## src/design/hcti_pkg.sv

```systemverilog
// hcti_pkg: shared types and constants for the hollow-cone track isolation block.
// Holds the controller state type, register codes and the control/status structs.
// No dependencies.
package hcti_pkg;

  localparam int unsigned PT_W       = 16;
  localparam int unsigned ETA_W      = 14;
  localparam int unsigned PHI_W      = 13;
  localparam int unsigned AETA_W     = 13;
  localparam int unsigned DSQ_W      = 29;
  localparam int unsigned TIV_W      = 16;
  localparam int unsigned HITS_W     = 10;
  localparam int unsigned THIT_W     = 6;
  localparam int unsigned PHIT_W     = 4;
  localparam int unsigned MODE_W     = 2;
  localparam int unsigned CFG_IDX_W  = 3;
  localparam int unsigned CFG_DATA_W = 29;

  localparam logic signed [ETA_W-1:0] PHI_HALF_TURN = 14'sd3217;
  localparam logic signed [ETA_W-1:0] PHI_FULL_TURN = 14'sd6434;

  localparam logic [CFG_IDX_W-1:0] REG_TRACK_MIN_PT = 3'd0;
  localparam logic [CFG_IDX_W-1:0] REG_SEED_MIN_PT  = 3'd1;
  localparam logic [CFG_IDX_W-1:0] REG_MAX_ABS_ETA  = 3'd2;
  localparam logic [CFG_IDX_W-1:0] REG_CONE_INNER   = 3'd3;
  localparam logic [CFG_IDX_W-1:0] REG_CONE_OUTER   = 3'd4;
  localparam logic [CFG_IDX_W-1:0] REG_MIN_TIV      = 3'd5;
  localparam logic [CFG_IDX_W-1:0] REG_HIT_MINIMUMS = 3'd6;
  localparam logic [CFG_IDX_W-1:0] REG_MODE_FLAGS   = 3'd7;

  typedef enum logic [2:0] {
    S_LOAD,
    S_SEED_RD,
    S_SEED_CHK,
    S_SCAN,
    S_DRAIN,
    S_DIV,
    S_NEXT,
    S_FINISH
  } hcti_state_t;

  typedef struct packed {
    logic load_en;
    logic clr_scan;
    logic rd_seed;
    logic latch_seed;
    logic inc_i;
    logic scan_issue;
    logic div_start;
    logic upd_best;
    logic finish;
  } hcti_cmd_t;

  typedef struct packed {
    logic i_done;
    logic is_seed;
    logic j_last;
    logic pipe_busy;
    logic div_busy;
    logic out_blocked;
  } hcti_sts_t;

endpackage

```

## src/design/hcti_ctrl.sv

```systemverilog
// hcti_ctrl: sequencer for track loading, the per-seed cone scan and the divide.
// Depends on hcti_pkg.
module hcti_ctrl (
  input  logic                clk,
  input  logic                rst_n,
  input  logic                in_valid,
  input  logic                in_last_track,
  input  hcti_pkg::hcti_sts_t sts,
  output hcti_pkg::hcti_cmd_t cmd
);

  hcti_pkg::hcti_state_t state_r, state_nxt;

  always_ff @(posedge clk) begin
    if (!rst_n) begin
      state_r <= hcti_pkg::S_LOAD;
    end else begin
      state_r <= state_nxt;
    end
  end

  always_comb begin
    state_nxt = state_r;
    unique case (state_r)
      hcti_pkg::S_LOAD: begin
        if (in_valid && in_last_track) state_nxt = hcti_pkg::S_SEED_RD;
      end
      hcti_pkg::S_SEED_RD: begin
        state_nxt = sts.i_done ? hcti_pkg::S_FINISH : hcti_pkg::S_SEED_CHK;
      end
      hcti_pkg::S_SEED_CHK: begin
        state_nxt = sts.is_seed ? hcti_pkg::S_SCAN : hcti_pkg::S_SEED_RD;
      end
      hcti_pkg::S_SCAN: begin
        if (sts.j_last) state_nxt = hcti_pkg::S_DRAIN;
      end
      hcti_pkg::S_DRAIN: begin
        if (!sts.pipe_busy) state_nxt = hcti_pkg::S_DIV;
      end
      hcti_pkg::S_DIV: begin
        if (!sts.div_busy) state_nxt = hcti_pkg::S_NEXT;
      end
      hcti_pkg::S_NEXT: begin
        state_nxt = hcti_pkg::S_SEED_RD;
      end
      hcti_pkg::S_FINISH: begin
        if (!sts.out_blocked) state_nxt = hcti_pkg::S_LOAD;
      end
      default: state_nxt = hcti_pkg::S_LOAD;
    endcase
  end

  always_comb begin
    cmd = '0;
    unique case (state_r)
      hcti_pkg::S_LOAD: begin
        cmd.load_en  = 1'b1;
        cmd.clr_scan = 1'b1;
      end
      hcti_pkg::S_SEED_RD: begin
        cmd.rd_seed = !sts.i_done;
      end
      hcti_pkg::S_SEED_CHK: begin
        cmd.latch_seed = sts.is_seed;
        cmd.inc_i      = !sts.is_seed;
      end
      hcti_pkg::S_SCAN: begin
        cmd.scan_issue = 1'b1;
      end
      hcti_pkg::S_DRAIN: begin
        cmd.div_start = !sts.pipe_busy;
      end
      hcti_pkg::S_DIV: begin
      end
      hcti_pkg::S_NEXT: begin
        cmd.upd_best = 1'b1;
        cmd.inc_i    = 1'b1;
      end
      hcti_pkg::S_FINISH: begin
        cmd.finish = !sts.out_blocked;
      end
      default: cmd = '0;
    endcase
  end

endmodule

```

## config.mk

```make
export PLATFORM = sky130hd
export DESIGN_NAME = hcti_ctrl
export DESIGN_NICKNAME = d
export VERILOG_FILES = /design/src/design/hcti_pkg.sv /design/src/design/hcti_ctrl.sv
export SDC_FILE = /design/constraint.sdc
export NUM_CORES = 1
export LEC_CHECK = 0
export BUFFER_PORTS_ARGS = -buffer_cell sky130_fd_sc_hd__buf_2
export CAP_MARGIN = 20
export CORE_AREA = 5 5 42 44
export DETAILED_ROUTE_END_ITERATION = 10
export DIE_AREA = 0 0 47 49
export GPL_TIMING_DRIVEN = 0
export PLACE_DENSITY = 0.49
export SYNTH_ARGS = -nofsm -noshare
export SYNTH_HDL_FRONTEND = slang
export SYNTH_SLANG_ARGS = --single-unit
```

## constraint.sdc

```tcl
create_clock -name clk -period 2.27 [get_ports clk]
set_input_delay 0.227 -clock clk [delete_from_list [all_inputs] [get_ports clk]]
set_output_delay 0.227 -clock clk [all_outputs]
set_load 0.02 [all_outputs]
```

==> results_dict.tcl, run 1 <==
set metrics [dict create \
    crit_required_ns 2.04 \
    die-height_um 49 \
    fin_crit_ns 1.470 \
    holdWs_ns 0.2337 \
    grt_antenna_before_repair 0 \
    power.share.switching 0.3895 \
    route.detailed.drc 0 \
    num_rows 14 \
    htree_levels 1 \
    ant_nets 0 \
    io_pins 19 \
    fp.dieW_um 47 \
    worstRegToRegCells 4 \
    synth_cell_types 22 \
    grt_max_degree 11 \
    r2r_slack_ns 1.20 \
    worstPathMaxFanout 10 \
    post_drt_wl_per_cell_um 9.697 \
    diodes 0 \
    report.final.slew_viol_count 0 \
    vias 321 \
    start_kind "register" \
    reg2reg_to "state_r[0]" \
    gr-total-overflow 0 \
    crit_end "cmd[0]" \
    clock_power_share 0.292 \
    endpoint_kind "output pin" \
    final_common_cell "buf_2" \
    hold_depth 2 \
    drtIter0Drc 4 \
    drtPass1Iterations 3 \
    fin_nets 71 \
    critPathArrivalTime_ns 1.24 \
    maxSlewHeadroom 0.8637 \
    grt_first_pass_wirelength_um 1214 \
    power.density_mw_per_mm2 767.2 \
    largest_reg_flops 3 \
    combPwrFrac 0.491 \
    totalWireLength_um 737 \
    fin_ws_ns 0.8000 \
    crit_type "reg2out" \
    gp_congestion 0.6967 \
    cts_tree "done" \
    reg.largest.list "state_r: 3 flops" \
    rsz0062_at_grt "no" \
    place_hpwl_um 589.9 \
    clk_latency_ns 0.23 \
    cts.repair.resized 0 \
    ir_drop_v 0.0002540 \
    core_area_mm2 0.001401 \
    power.leakage_uw 0.0002144 \
    synth_seq_area_share 0.2105 \
    areaGrowthSynthToFinish_pct 47.81 \
    fin_skew_ns 0.002846 \
    drv_cap 0 \
    setup_viol 0 \
    hold_buffers 0 \
    totalNegativeSetupSlack_ns 0 \
    crit_path_start "state_r[1]" \
    syn-cell-area_um2 285.3 \
    fin_crit_sh 0.6476 \
    cts_root_buf "clkbuf_4" \
    dieArea_mm2 0.002303 \
    regMostFlops "state_r" \
    status "finished, final reports clean" \
    grt_pass1_vias 300 \
    fin_cells 76 \
    syn_inst 38 \
    grtUsageTotal 0.07108 \
    via_per_inst 4.224 \
    r2r_start "state_r[2]" \
    finalHoldViolCount 0 \
    clkSinkCount 3 \
    clockBufferDepth 2 \
    io_buffers 18 \
    syn_nets 48 \
    drive_gt1_frac 0.4833 \
    ys_warn_count 0 \
    switching_power_uw 126.0 \
    start_util 0.2036 \
    hold_class "in2reg" \
    dp.cells 72 \
    final_cell_mix "buf_2, nand2_1" \
    cts_setup_buffers 0 \
    max_clock_freq_ghz 0.6803 \
    cts.clk_slew.worst_paths_ns 0.04 \
    cts-buffers-inserted 3 \
    dpl_worst_slack_ns 1.036 \
    worst_pin_slew_ns 0.2028 \
    power_frac_seq 0.218 \
    synth_seq_cells 3 \
    p_int_uw 197.5 \
    syn_avg_cell_area_um2 7.507 \
]
cells in the mapped netlist:
master | number | area [um^2]
nand2_1 | 4 | 15.01
dfxtp_1 | 3 | 60.06
nor2_1 | 3 | 11.26
nor3_1 | 3 | 15.01
o21ai_0 | 3 | 15.01
a21oi_1 | 2 | 10.01
buf_4 | 2 | 15.01
mux2i_1 | 2 | 20.02
nand2b_1 | 2 | 12.51
nor3b_1 | 2 | 15.01
a21oi_2 | 1 | 8.760
and3b_1 | 1 | 8.760
and3b_2 | 1 | 10.01
and4_1 | 1 | 8.760
buf_2 | 1 | 5.000
buf_6 | 1 | 11.26
inv_1 | 1 | 3.750
nand3_1 | 1 | 5.000
nor2b_1 | 1 | 6.260
o211ai_2 | 1 | 12.51
o21a_1 | 1 | 7.510
o21ai_2 | 1 | 8.760
cells by family (layout without fill, tap and decap cells):
group / Yosys count / count (layout) / share of synthesized area
AOI/OAI and AO/OA: 9 / 9 / 0.2193
buffers and inverters: 5 / 27 / 0.1228
DFF: 3 / 3 / 0.2105
muxes: 2 / 2 / 0.07018
and+or+nand+nor: 19 / 19 / 0.3771
per-layer routing:
layer	vias up	routed length [um]	GRT usage
met2	11	337	0.09729
met3	0	73	0.02214
met4	0	0	0.04147
met5	-	0	0
li1	175	-	-
met1	135	326	0.09430
worst max-delay path, cell delays in order (launching register included):
cell     delay [ns]
dfxtp_1        0.34
buf_2          0.20
nand2_1        0.12
nor3b_1        0.17
buf_2          0.19
area by class of cell:
class	count	area (um^2)
inverters	1	3.754
fillers	172	979.7
plain buffers	4	31.28
flip-flops and latches	3	60.06
multi-input cells	30	190.2
clock buffers	4	26.28
repair buffers	18	90.09
well taps	16	20.02
worst min-delay path by stage:
stage,to,start
2_1_floorplan,state_r[1],rst_n
3_3_place_gp,state_r[1],rst_n
3_5_place_dp,state_r[1],rst_n
4_1_cts,state_r[1],rst_n
5_1_grt,state_r[1],rst_n
6_report,state_r[1],rst_n
power by group through the flow:
stage / combinational [uW] / clock [uW] / sequential (uW)
global placement: 159 / 0 / 71.2
CTS: 160 / 101 / 70.5
finish: 159 / 94.3 / 70.4
detailed placement: 159 / 0 / 71.5
floorplan: 119 / 0 / 69.4
global route: 173 / 108 / 73.0
metrics by stage:
stage                       util  cell area (um^2)  power, uW
after floorplan                -             285.3      188.1
after global placement    0.2821             395.4      229.9
after detailed placement  0.2821             395.4      230.3
after CTS                 0.3009             421.7      330.8
after global routing      0.3009             421.7      353.3
final                     0.3009             421.7      323.5
Power figures use the tool's default switching activity.
==> run 2: changes to the inputs <==
- PLACE_DENSITY: 0.49 -> 0.5
- clock period: 2.27 -> 1.3 ns (I/O delays scaled with it)
==> run 2 against run 1 <==
  * The run now ends with negative setup slack left
  * Die area stayed put
  * Critical path depth unchanged
  * Register-to-register slack got worse by 1.0 ns
  * Clock-buffer cell count did not move
  * Final cell count rose by 2.6%
  * Critical path type unchanged
  * Critical endpoint unchanged
  * Power grew 93%
  * Clock skew fell by 0.00092 ns
  * Non-clock buffer count increased by 2
  * Combinational power rose by 110%
  * Largest cell class unchanged
  * Utilization is 3.4 points higher
==> results_dict.tcl, run 2 (same netlist as run 1, synthesis figures left out) <==
set metrics [dict create \
    status "finished, violations left" \
    violations "negative setup slack" \
    grt_pass1_vias 312 \
    route.detailed.drc 0 \
    drive_gt1_frac 0.5968 \
    htree_levels 1 \
    final_common_cell "buf_2" \
    r2r_slack_ns 0.19 \
    cts.clk_slew.worst_paths_ns 0.04 \
    cts-buffers-inserted 3 \
    worst_pin_slew_ns 0.2008 \
    finalHoldViolCount 0 \
    reg2reg_to "state_r[1]" \
    diodes 0 \
    hold_class "in2reg" \
    hold_depth 2 \
    grt_first_pass_wirelength_um 1193 \
    dieArea_mm2 0.002303 \
    start_kind "register" \
    critPathArrivalTime_ns 1.18 \
    cts_root_buf "clkbuf_4" \
    crit_required_ns 1.17 \
    clk_latency_ns 0.23 \
    grtUsageTotal 0.06897 \
    num_rows 14 \
    place_hpwl_um 581.5 \
    placed_area_um2 400.4 \
    gp_congestion 0.6548 \
    via_per_inst 4.372 \
    start_util 0.2036 \
    largest_reg_flops 3 \
    r2r_start "state_r[0]" \
    grt_max_degree 11 \
    worstPathMaxFanout 5 \
    crit_type "reg2out" \
    final_core_util 0.3348 \
    holdWs_ns 0.1376 \
    clkSinkCount 3 \
    areaGrowthSynthToFinish_pct 64.47 \
    drtPass1Iterations 1 \
    fin_crit_sh 1.004 \
    reg.largest.list "state_r: 3 flops" \
    fin_crit_ns 1.306 \
    core_area_mm2 0.001401 \
    min_from "rst_n" \
    maxSlewHeadroom 0.8658 \
    die-height_um 49 \
    ant_nets 0 \
    max_clock_freq_ghz 0.7659 \
    grt_antenna_before_repair 0 \
    worstRegToRegCells 5 \
    regMostFlops "state_r" \
    max_stage_delay_ns 0.35 \
    path_cells "buf_6 > nand2_2 > nor3b_2 > buf_2" \
    fin_ws_ns -0.005657 \
    fin_nets 73 \
    totalPowerFinal_uw 625.4 \
    ir_drop_v 0.0004910 \
    hold_buffers 0 \
    setup_viol 1 \
    io_pins 19 \
    final_area_um2 469.2 \
    slowest_stage "dfxtp_2" \
    vias 341 \
    power.density_mw_per_mm2 1333 \
    report.final.slew_viol_count 0 \
    clockBufferDepth 2 \
    fp.dieW_um 47 \
    fin_skew_ns 0.001923 \
    totalWireLength_um 840 \
    drtIter0Drc 0 \
    power.leakage_uw 0.0002335 \
    gr-total-overflow 0 \
    io_buffers 18 \
    drv_cap 0 \
    worstHoldEndpoint "state_r[1]" \
    endpoint_kind "output pin" \
    cts_tree "done" \
    post_drt_wl_per_cell_um 10.77 \
]
-- run 2: power breakdown --
| group | leakage [uW] | total, uW | switching [uW] | internal (uW) |
|---|---|---|---|---|
| sequential | 0.0000258 | 130 | 17.9 | 112 |
| clock | 0.0000150 | 164 | 48.6 | 115 |
| combinational | 0.000193 | 332 | 172 | 159 |
-- run 2: layout make-up --
| cell class | instances | area [um^2] |
|---|---|---|
| Sequential cell | 3 | 63.81 |
| Tap cell | 16 | 20.02 |
| Clock buffer | 4 | 26.28 |
| Multi-Input combinational cell | 30 | 209.0 |
| Inverter | 1 | 3.754 |
| Timing Repair Buffer | 20 | 105.1 |
| Buffer | 4 | 41.29 |
| Fill cell | 172 | 932.1 |
-- run 2: timing repair --
action | 4_1_cts | 5_1_grt
gates resized for setup | 6 | 4
setup buffers | 0 | 1
pin swaps | 0 | 0
setup endpoints to repair | 4 | 2
gates cloned | 0 | 1
-- run 2: worst max-delay path, delay by kind of cell, from the launching register on --
family                 cells  cell delay (ns)
buffers and inverters      2             0.32
DFF                        1             0.35
and+or+nand+nor            2             0.27
-- run 2: worst max path at each step --
| stage | startpoint | end | slack (ns) |
|---|---|---|---|
| final | state_r[0] | cmd[0] | -0.006 |
| after global routing | state_r[1] | cmd[0] | -0.04 |
| after CTS | state_r[0] | cmd[0] | 0.004 |
| after detailed placement | state_r[1] | cmd[0] | 0.15 |
| after global placement | state_r[1] | cmd[0] | 0.15 |
| after floorplan | state_r[1] | cmd[0] | 0.05 |
-- run 2: stage by stage --
step                 TNS [ns]  std cells  setup slack, ns
floorplan                   0         38          0.05103
global placement            0         72           0.1545
detailed placement          0         72           0.1470
CTS                         0         76         0.004315
global route         -0.04057         78         -0.04057
finish              -0.005657         78        -0.005657
-- run 2: per-layer routing --
layer / global-route usage / part of all wire
met2: 0.1018 / 0.43
met4: 0.02765 / 0
met3: 0.03321 / 0.12
met1: 0.08333 / 0.45
met5: 0 / 0
